`config.mk`:
```
export PLATFORM = sky130hd
export DESIGN_NAME = motor_feedback_turn_tracker_unit
export DESIGN_NICKNAME = d
export VERILOG_FILES = /design/src/rtl/mftt_pkg.sv /design/src/rtl/mftt_ctrl.sv /design/src/rtl/mftt_dp.sv /design/src/rtl/motor_feedback_turn_tracker_unit.sv
export SDC_FILE = /design/constraint.sdc
export NUM_CORES = 2
export LEC_CHECK = 0
export ABC_AREA = 1
export BUFFER_PORTS_ARGS = -buffer_cell sky130_fd_sc_hd__clkbuf_2
export CORE_MARGIN = 4
export CORE_UTILIZATION = 55
export CTS_BUF_LIST = sky130_fd_sc_hd__clkbuf_2
export DETAILED_ROUTE_END_ITERATION = 6
export HOLD_SLACK_MARGIN = 0.06
export PLACE_DENSITY = 0.76
export SLEW_MARGIN = 20
export SYNTH_ARGS = -nofsm -noshare
export SYNTH_HDL_FRONTEND = slang
export SYNTH_SLANG_ARGS = --single-unit
```
`constraint.sdc`:
```
create_clock -name clk -period 25.5 [get_ports clk]
set_clock_uncertainty 0.05 [all_clocks]
set_input_delay 5.1 -clock clk [delete_from_list [all_inputs] [get_ports clk]]
set_output_delay 5.1 -clock clk [all_outputs]
set_load 0.02 [all_outputs]
```
`src/rtl/mftt_pkg.sv`:
```
// ----------------------------------------------------------------------------
// Motor feedback turn tracker package
// Shared constants, controller states and the controller/datapath interface.
// ----------------------------------------------------------------------------
package mftt_pkg;

	localparam int MOTORS_PER_BUS_DEF = 8;
	localparam int BUS_COUNT_DEF      = 3;

	localparam int BUS_W    = 2;
	localparam int FID_W    = 11;
	localparam int PAYLOAD_W = 56;
	localparam int SLOT_OUT_W = 3;
	localparam int ANGLE_W  = 16;
	localparam int SPEED_W  = 16;
	localparam int CURR_W   = 16;
	localparam int TEMP_W   = 8;
	localparam int TURN_W   = 32;
	localparam int THR_W    = 16;
	localparam int CFG_DATA_W = 16;
	localparam int CFG_IDX_W  = 1;

	localparam logic [FID_W-1:0] BASE_FRAME_ID_RST  = 11'd513;
	localparam logic [THR_W-1:0] WRAP_THRESHOLD_RST = 16'd5000;

	localparam logic [CFG_IDX_W-1:0] CFG_BASE_FRAME_ID  = 1'd0;
	localparam logic [CFG_IDX_W-1:0] CFG_WRAP_THRESHOLD = 1'd1;

	typedef enum logic [2:0] {
		S_IDLE   = 3'b001,
		S_LOOKUP = 3'b010,
		S_UPDATE = 3'b100
	} state_t;

	typedef struct packed {
		logic capture;
		logic lookup;
		logic update;
	} ctrl_cmd_t;

	typedef struct packed {
		logic hit;
	} dp_status_t;

endpackage

```
`src/rtl/mftt_ctrl.sv`:
```
// ----------------------------------------------------------------------------
// Motor feedback turn tracker controller
// Sequences capture, slot table lookup and update for one request at a time.
// ----------------------------------------------------------------------------
module mftt_ctrl (
	input  logic                  clk,
	input  logic                  arst_n,
	input  logic                  start,
	input  mftt_pkg::dp_status_t  status,
	output mftt_pkg::ctrl_cmd_t   cmd,
	output logic                  busy
);

	mftt_pkg::state_t state_q;
	mftt_pkg::state_t state_nxt;

	always_comb begin
		state_nxt   = state_q;
		cmd.capture = 1'b0;
		cmd.lookup  = 1'b0;
		cmd.update  = 1'b0;
		unique case (state_q)
			mftt_pkg::S_IDLE: begin
				if (start) begin
					cmd.capture = 1'b1;
					state_nxt   = mftt_pkg::S_LOOKUP;
				end
			end
			mftt_pkg::S_LOOKUP: begin
				cmd.lookup = 1'b1;
				// drop requests that miss the bus range or the identifier window
				state_nxt  = status.hit ? mftt_pkg::S_UPDATE : mftt_pkg::S_IDLE;
			end
			mftt_pkg::S_UPDATE: begin
				cmd.update = 1'b1;
				state_nxt  = mftt_pkg::S_IDLE;
			end
			default: begin
				state_nxt = mftt_pkg::S_IDLE;
			end
		endcase
	end

	always_ff @(posedge clk or negedge arst_n) begin
		if (!arst_n) begin
			state_q <= mftt_pkg::S_IDLE;
		end else begin
			state_q <= state_nxt;
		end
	end

	assign busy = (state_q != mftt_pkg::S_IDLE);

endmodule

```
`src/rtl/mftt_dp.sv`:
```
// ----------------------------------------------------------------------------
// Motor feedback turn tracker datapath
// Config registers, frame decode, slot table and turn counter update.
// ----------------------------------------------------------------------------
module mftt_dp #(
	parameter int MOTORS_PER_BUS = mftt_pkg::MOTORS_PER_BUS_DEF,
	parameter int BUS_COUNT      = mftt_pkg::BUS_COUNT_DEF
) (
	input  logic                                clk,
	input  logic                                arst_n,
	input  mftt_pkg::ctrl_cmd_t                 cmd,
	output mftt_pkg::dp_status_t                status,
	input  logic                                cfg_we,
	input  logic [mftt_pkg::CFG_IDX_W-1:0]      cfg_index,
	input  logic [mftt_pkg::CFG_DATA_W-1:0]     cfg_data,
	input  logic [mftt_pkg::BUS_W-1:0]          bus_number,
	input  logic [mftt_pkg::FID_W-1:0]          frame_id,
	input  logic [mftt_pkg::PAYLOAD_W-1:0]      payload,
	output logic                                done,
	output logic [mftt_pkg::BUS_W-1:0]          bus_out,
	output logic [mftt_pkg::SLOT_OUT_W-1:0]     motor_slot,
	output logic [mftt_pkg::ANGLE_W-1:0]        angle,
	output logic [mftt_pkg::ANGLE_W-1:0]        previous_angle,
	output logic signed [mftt_pkg::SPEED_W-1:0] speed,
	output logic signed [mftt_pkg::CURR_W-1:0]  current,
	output logic [mftt_pkg::TEMP_W-1:0]         temperature,
	output logic signed [mftt_pkg::TURN_W-1:0]  turn_count
);

	localparam int DEPTH  = MOTORS_PER_BUS * BUS_COUNT;
	localparam int SLOT_W = (MOTORS_PER_BUS > 1) ? $clog2(MOTORS_PER_BUS) : 1;
	localparam int POS_W  = (DEPTH > 1) ? $clog2(DEPTH) : 1;
	localparam int ENTRY_W = mftt_pkg::ANGLE_W + mftt_pkg::TURN_W;
	localparam int DIFF_W = mftt_pkg::ANGLE_W + 2;

	// config registers
	logic [mftt_pkg::FID_W-1:0] base_q;
	logic [mftt_pkg::THR_W-1:0] thr_q;

	always_ff @(posedge clk or negedge arst_n) begin
		if (!arst_n) begin
			base_q <= mftt_pkg::BASE_FRAME_ID_RST;
			thr_q  <= mftt_pkg::WRAP_THRESHOLD_RST;
		end else if (cfg_we) begin
			if (cfg_index == mftt_pkg::CFG_BASE_FRAME_ID) begin
				base_q <= cfg_data[mftt_pkg::FID_W-1:0];
			end
			if (cfg_index == mftt_pkg::CFG_WRAP_THRESHOLD) begin
				thr_q <= cfg_data[mftt_pkg::THR_W-1:0];
			end
		end
	end

	// window decode of the incoming request
	logic [mftt_pkg::FID_W-1:0] offset;
	logic                       hit_c;
	logic [SLOT_W-1:0]          slot_c;
	logic [POS_W-1:0]           pos_c;

	assign offset = frame_id - base_q;
	assign hit_c  = ({1'b0, bus_number} < 3'(BUS_COUNT)) && (frame_id >= base_q)
		&& (offset < mftt_pkg::FID_W'(MOTORS_PER_BUS));
	assign slot_c = offset[SLOT_W-1:0];
	assign pos_c  = POS_W'(int'(bus_number) * MOTORS_PER_BUS + int'(slot_c));

	logic                                hit_q;
	logic [POS_W-1:0]                    pos_q;
	logic [mftt_pkg::BUS_W-1:0]          bus_q;
	logic [mftt_pkg::SLOT_OUT_W-1:0]     slot_q;
	logic [mftt_pkg::ANGLE_W-1:0]        angle_q;
	logic [mftt_pkg::SPEED_W-1:0]        speed_q;
	logic [mftt_pkg::CURR_W-1:0]         curr_q;
	logic [mftt_pkg::TEMP_W-1:0]         temp_q;

	always_ff @(posedge clk or negedge arst_n) begin
		if (!arst_n) begin
			hit_q <= 1'b0;
		end else if (cmd.capture) begin
			hit_q <= hit_c;
		end
	end

	always_ff @(posedge clk) begin
		if (cmd.capture) begin
			pos_q   <= pos_c;
			bus_q   <= bus_number;
			slot_q  <= offset[mftt_pkg::SLOT_OUT_W-1:0];
			angle_q <= payload[55:40];
			speed_q <= payload[39:24];
			curr_q  <= payload[23:8];
			temp_q  <= payload[7:0];
		end
	end

	assign status.hit = hit_q;

	// slot table: {angle, turn count}, valid bits stand in for the zero reset
	logic [ENTRY_W-1:0] mem_q [DEPTH];
	logic [DEPTH-1:0]   valid_q;
	logic [ENTRY_W-1:0] rd_data_q;
	logic               rd_valid_q;
	logic [ENTRY_W-1:0] wr_data;

	always_ff @(posedge clk) begin
		if (cmd.update) begin
			mem_q[pos_q] <= wr_data;
		end
		if (cmd.lookup) begin
			rd_data_q <= mem_q[pos_q];
		end
	end

	always_ff @(posedge clk or negedge arst_n) begin
		if (!arst_n) begin
			valid_q    <= '0;
			rd_valid_q <= 1'b0;
		end else begin
			if (cmd.update) begin
				valid_q[pos_q] <= 1'b1;
			end
			if (cmd.lookup) begin
				rd_valid_q <= valid_q[pos_q];
			end
		end
	end

	// turn counter update
	logic [mftt_pkg::ANGLE_W-1:0] prev_angle;
	logic [mftt_pkg::TURN_W-1:0]  prev_turn;
	logic [mftt_pkg::TURN_W-1:0]  new_turn;
	logic signed [DIFF_W-1:0]     diff;
	logic signed [DIFF_W-1:0]     thr_s;

	assign prev_angle = rd_valid_q ? rd_data_q[ENTRY_W-1:mftt_pkg::TURN_W] : '0;
	assign prev_turn  = rd_valid_q ? rd_data_q[mftt_pkg::TURN_W-1:0] : '0;
	assign diff  = $signed({2'b00, angle_q}) - $signed({2'b00, prev_angle});
	assign thr_s = $signed({2'b00, thr_q});

	always_comb begin
		priority if (diff > thr_s) begin
			new_turn = prev_turn - mftt_pkg::TURN_W'(1);
		end else if (diff < -thr_s) begin
			new_turn = prev_turn + mftt_pkg::TURN_W'(1);
		end else begin
			new_turn = prev_turn;
		end
	end

	assign wr_data = {angle_q, new_turn};

	// result registers
	logic done_q;

	always_ff @(posedge clk or negedge arst_n) begin
		if (!arst_n) begin
			done_q <= 1'b0;
		end else begin
			done_q <= cmd.update;
		end
	end

	always_ff @(posedge clk) begin
		if (cmd.update) begin
			bus_out        <= bus_q;
			motor_slot     <= slot_q;
			angle          <= angle_q;
			previous_angle <= prev_angle;
			speed          <= speed_q;
			current        <= curr_q;
			temperature    <= temp_q;
			turn_count     <= new_turn;
		end
	end

	assign done = done_q;

endmodule

```
`src/rtl/motor_feedback_turn_tracker_unit.sv`:
```
// ----------------------------------------------------------------------------
// Motor feedback turn tracker
// Decodes CAN motor feedback frames and keeps a multi-turn count per slot.
// ----------------------------------------------------------------------------
// done rises once the request has passed the lookup and update states, with the
// result registered beside it; the result is taken while done is high.
// The single-port slot table is read, then written, so the block takes no new
// request while busy is high, through the lookup and update states.
// Requests outside the bus range or identifier window give no result.
// Reset clears the slot table at once through per-entry valid bits, and loads
// the configuration defaults; results cannot be stalled by the receiver.
module motor_feedback_turn_tracker_unit #(
	parameter int MOTORS_PER_BUS = mftt_pkg::MOTORS_PER_BUS_DEF,
	parameter int BUS_COUNT      = mftt_pkg::BUS_COUNT_DEF
) (
	input  logic                                clk,
	input  logic                                arst_n,
	input  logic                                start,
	output logic                                busy,
	input  logic                                cfg_we,
	input  logic [mftt_pkg::CFG_IDX_W-1:0]      cfg_index,
	input  logic [mftt_pkg::CFG_DATA_W-1:0]     cfg_data,
	input  logic [mftt_pkg::BUS_W-1:0]          bus_number,
	input  logic [mftt_pkg::FID_W-1:0]          frame_id,
	input  logic [mftt_pkg::PAYLOAD_W-1:0]      payload,
	output logic                                done,
	output logic [mftt_pkg::BUS_W-1:0]          bus_out,
	output logic [mftt_pkg::SLOT_OUT_W-1:0]     motor_slot,
	output logic [mftt_pkg::ANGLE_W-1:0]        angle,
	output logic [mftt_pkg::ANGLE_W-1:0]        previous_angle,
	output logic signed [mftt_pkg::SPEED_W-1:0] speed,
	output logic signed [mftt_pkg::CURR_W-1:0]  current,
	output logic [mftt_pkg::TEMP_W-1:0]         temperature,
	output logic signed [mftt_pkg::TURN_W-1:0]  turn_count
);

	mftt_pkg::ctrl_cmd_t  cmd;
	mftt_pkg::dp_status_t status;

	mftt_ctrl u_ctrl (
		.clk    (clk),
		.arst_n (arst_n),
		.start  (start),
		.status (status),
		.cmd    (cmd),
		.busy   (busy)
	);

	mftt_dp #(
		.MOTORS_PER_BUS (MOTORS_PER_BUS),
		.BUS_COUNT      (BUS_COUNT)
	) u_dp (
		.clk            (clk),
		.arst_n         (arst_n),
		.cmd            (cmd),
		.status         (status),
		.cfg_we         (cfg_we),
		.cfg_index      (cfg_index),
		.cfg_data       (cfg_data),
		.bus_number     (bus_number),
		.frame_id       (frame_id),
		.payload        (payload),
		.done           (done),
		.bus_out        (bus_out),
		.motor_slot     (motor_slot),
		.angle          (angle),
		.previous_angle (previous_angle),
		.speed          (speed),
		.current        (current),
		.temperature    (temperature),
		.turn_count     (turn_count)
	);

endmodule

```
==> results.cfg <==
[setup_path]
worst_path_buf_inv = 1
worst_path_largest_cell_delay_ns = 0.53
worstReg2RegEnd = u_dp.mem_q[1][11]$_DFFE_PP_
worst-path-max-fanout = 1
r2r_slack_ns = 18.86
worstSetupStartpointType = flop
timing.reg2reg.worst_path_depth = 24
critical_path_required_time_ns = 20.35
timing.critical_path.cells = clkbuf_2
crit_path_arrival_time_ns = 2.36
highest_delay_cell_along_the_critical_path = edfxtp_1
worstReg2RegStart = u_dp.angle_q[0]$_DFFE_PP_
timing_worst_setup_path_type = reg -> out
critical_path.top_delay_family = flip-flops
setup_crit_end_kind = output pin

[pwr]
standby_leakage_power_nw = 22.11
sw_frac_of_total_pct = 31.14
p_switching_mw = 1.699
power.ir.vdd_worst_v = 0.00005004
power_frac_seq_pct = 55.4
pwr-share-clk_pct = 25.4
p_per_area_nw_per_um2 = 88.63
combPwrFrac_pct = 19.1
p_int_mw = 3.756

[placed_design]
post-dp-hpwl_microns = 76360
numPortBuffers = 200
post_dp_cell_area_sq_um = 58620
place_inst = 5176
place_congestion = 0.9729

[grt]
grt_start_max_net_pins = 160
grt.overflow.total = 0
grt_pass1_vias = 34558
grt_first_pass_wirelength_microns = 213600
antenna_violations_before_repair = 4
globalRouteTotalUtil_pct = 26.84

[hold_path]
hold_end = u_dp.speed[0]$_DFFE_PP_
worstHoldPathCells = 0
worst_hold_path_type = reg -> reg
worst_hold_startpoint = u_dp.speed_q[0]$_DFFE_PP_

[final_layout]
layoutNonFillerInstCount = 5774
layout-area-overhead-vs-synth_pct = 10.05
final_design_area_no_fill_sq_um = 61550
nFillCells = 7462
layout.cells.most_common_list = 1370 x edfxtp_1, 691 x clkbuf_2, 522 x a22oi_1
multiInputGateArea_sq_um = 12030
finalNetCount = 4331
layout_commonest_cell = edfxtp_1
drive_above_1_share_pct = 21.82
final-seq-area_sq_um = 42580

[sta]
rsz0062_at_grt = no
maxSlewHeadroom_pct = 23.45
final.min_clock_period_ns = 7.511
worstMarginPinSlew_ns = 1.148
whs_ns = 0.3576
hold_viol = 0
setup_violations = 0
final-max-slew-violation-count = 0
timing.fmax_mhz = 133.1
tns_ns = 0
finalCritPeriodShare_pct = 29.45

[detailed_routing]
first_drt_pass_iteration_count = 7
vias = 35376
drt_first_iter_violations = 4879
routed_wire_length_microns = 145500
route.antenna.remaining_nets = 0
avgRoutedWirePerCell_microns = 25.19
post-route-drc-count = 2
via_density_per_instance = 6.127

[clock_tree]
post-cts-setup-buffer-count = 0
cts_resized = 0
clock_sinks = 1427
numCtsBuffers = 358
cts.clk_slew.worst_paths_ns = 0.10
post_cts_hold_buffer_count = 0
cts_max_level = 5
tritoncts_clock_tree = yes
cts_root_buffer = clkbuf_2
clock_path_buffers = 4
clk_latency_ns = 1.61

[synth]
synthesis.nets = 3893
yosys_warnings = 0
synth.ff_latch_count = 1427
synth.largest_area_cell = edfxtp_1
synth_area_leaders = edfxtp_1 74%, a22oi_1 7.0%, nand2_1 2.8%
yosysSeqAreaShare_pct = 76.13
post_synth_num_cell_types = 53
post_synthesis_cell_count = 3742
syn-mean-instance-area_sq_um = 14.95
ys_dominant_reg_cell = edfxtp_1
synthDominantCellAreaShare_pct = 73.56
mappedNetlistArea_sq_um = 55930
number_of_enable_flip_flop_cells_after_synthesis = 1370
ys_async_sr_fraction_pct = 3.994

[die]
core_area_sq_um = 100400
ioPinCount = 201
initial_core_util_pct = 55.69
die_area_sq_um = 106900
die_width_microns = 326.9
floorplan.rows = 116
die_height_microns = 326.9

[flow_run]
cap_violations = 0

[status]
outcome = finished, violations left
violations = DRC
## synthesized netlist by cell type, types with 10 or more instances
cell type,count
xor2_1,76
nand4_1,50
ha_1,59
nand3_1,127
a31oi_1,46
or2_2,55
nand2_2,19
nor3_1,26
buf_2,30
dfrtp_1,49
inv_2,10
a2111o_1,17
o21ai_0,71
nand2_1,418
clkbuf_1,114
nor2_1,102
edfxtp_1,1370
xnor2_1,13
or4_1,17
a22oi_1,522
inv_1,184
a21oi_1,223
buf_1,40
## kinds of logic (layout without fill, tap and decap cells)
kind of cell               Yosys count  in the layout  synth area share (%)
AOI/OAI and AO/OA                  912            912                 10.97
xor gates and xnor gates            89             89                 1.394
buffers and inverters              390           1056                 2.745
and+or+nand+nor                    863            863                 7.371
other                                0              9                     0
adders and majority gates           61             61                 1.392
DFF                               1427           1427                 76.13
## flip-flops by register name, indices dropped and copies added (netlist names), 2 cells and up
| signal | flops |
|---|---|
| u_dp.turn_count | 32 |
| u_dp.motor_slot | 3 |
| u_dp.thr_q | 16 |
| u_dp.current | 16 |
| u_dp.base_q | 11 |
| u_dp.curr_q | 16 |
| u_dp.angle | 16 |
| u_dp.rd_data_q | 48 |
| u_dp.temperature | 8 |
| u_dp.bus_out | 2 |
| u_dp.speed_q | 16 |
| u_dp.slot_q | 2 |
| u_ctrl.state_q | 3 |
| u_dp.temp_q | 8 |
| u_dp.angle_q | 16 |
| u_dp.valid_q | 24 |
| u_dp.previous_angle | 16 |
| u_dp.bus_q | 2 |
| u_dp.speed | 16 |
| u_dp.mem_q | 1152 |
## area by class of cell
type | count | area share (%)
flip-flops and latches | 1427 | 69.18
multi-input cells | 1925 | 19.54
clock buffers | 491 | 3.993
well taps | 1357 | 2.759
repair buffers | 267 | 2.557
inverters | 201 | 1.256
clock inverters | 97 | 0.6810
diodes | 9 | 0.03659
## power groups by stage
stage / Sequential, mW / Combinational (mW) / Clock [mW]
global placement: 3.07 / 0.991 / 0
floorplan: 3.06 / 0.697 / 0
finish: 3.02 / 1.04 / 1.39
detailed placement: 3.08 / 1.02 / 0
global route: 3.03 / 1.15 / 1.55
CTS: 3.02 / 1.02 / 1.42
## worst max-delay path by stage
stage / startpoint / to / cells after the start
floorplan: u_ctrl.state_q[1]$_DFFE_PN0P_ / u_dp.mem_q[16][0]$_DFFE_PP_ / 3
global placement: frame_id[0] / u_dp.status$_DFFE_PN0P_ / 15
detailed placement: frame_id[2] / u_dp.status$_DFFE_PN0P_ / 14
CTS: u_dp.turn_count[2]$_DFFE_PP_ / turn_count[2] / 1
global route: u_dp.turn_count[2]$_DFFE_PP_ / turn_count[2] / 1
finish: u_dp.turn_count[2]$_DFFE_PP_ / turn_count[2] / 1
## stage by stage
step	utilization, %	power [mW]	setup WS, ns
global route	61.27	5.721	17.87
CTS	61.23	5.466	17.85
detailed placement	58.37	4.096	18.33
finish	61.28	5.455	17.99
floorplan	-	3.758	13.31
global placement	58.33	4.065	18.34
## layer usage
metal / track usage [%] / vias to the layer above / wire [microns]
met5: 0 / - / 25
met4: 12.48 / 4 / 5948
met3: 6.730 / 403 / 17200
met2: 41.91 / 2362 / 68060
met1: 35.83 / 17185 / 54220
li1: - / 15422 / -
Power figures use the tool's default switching activity.
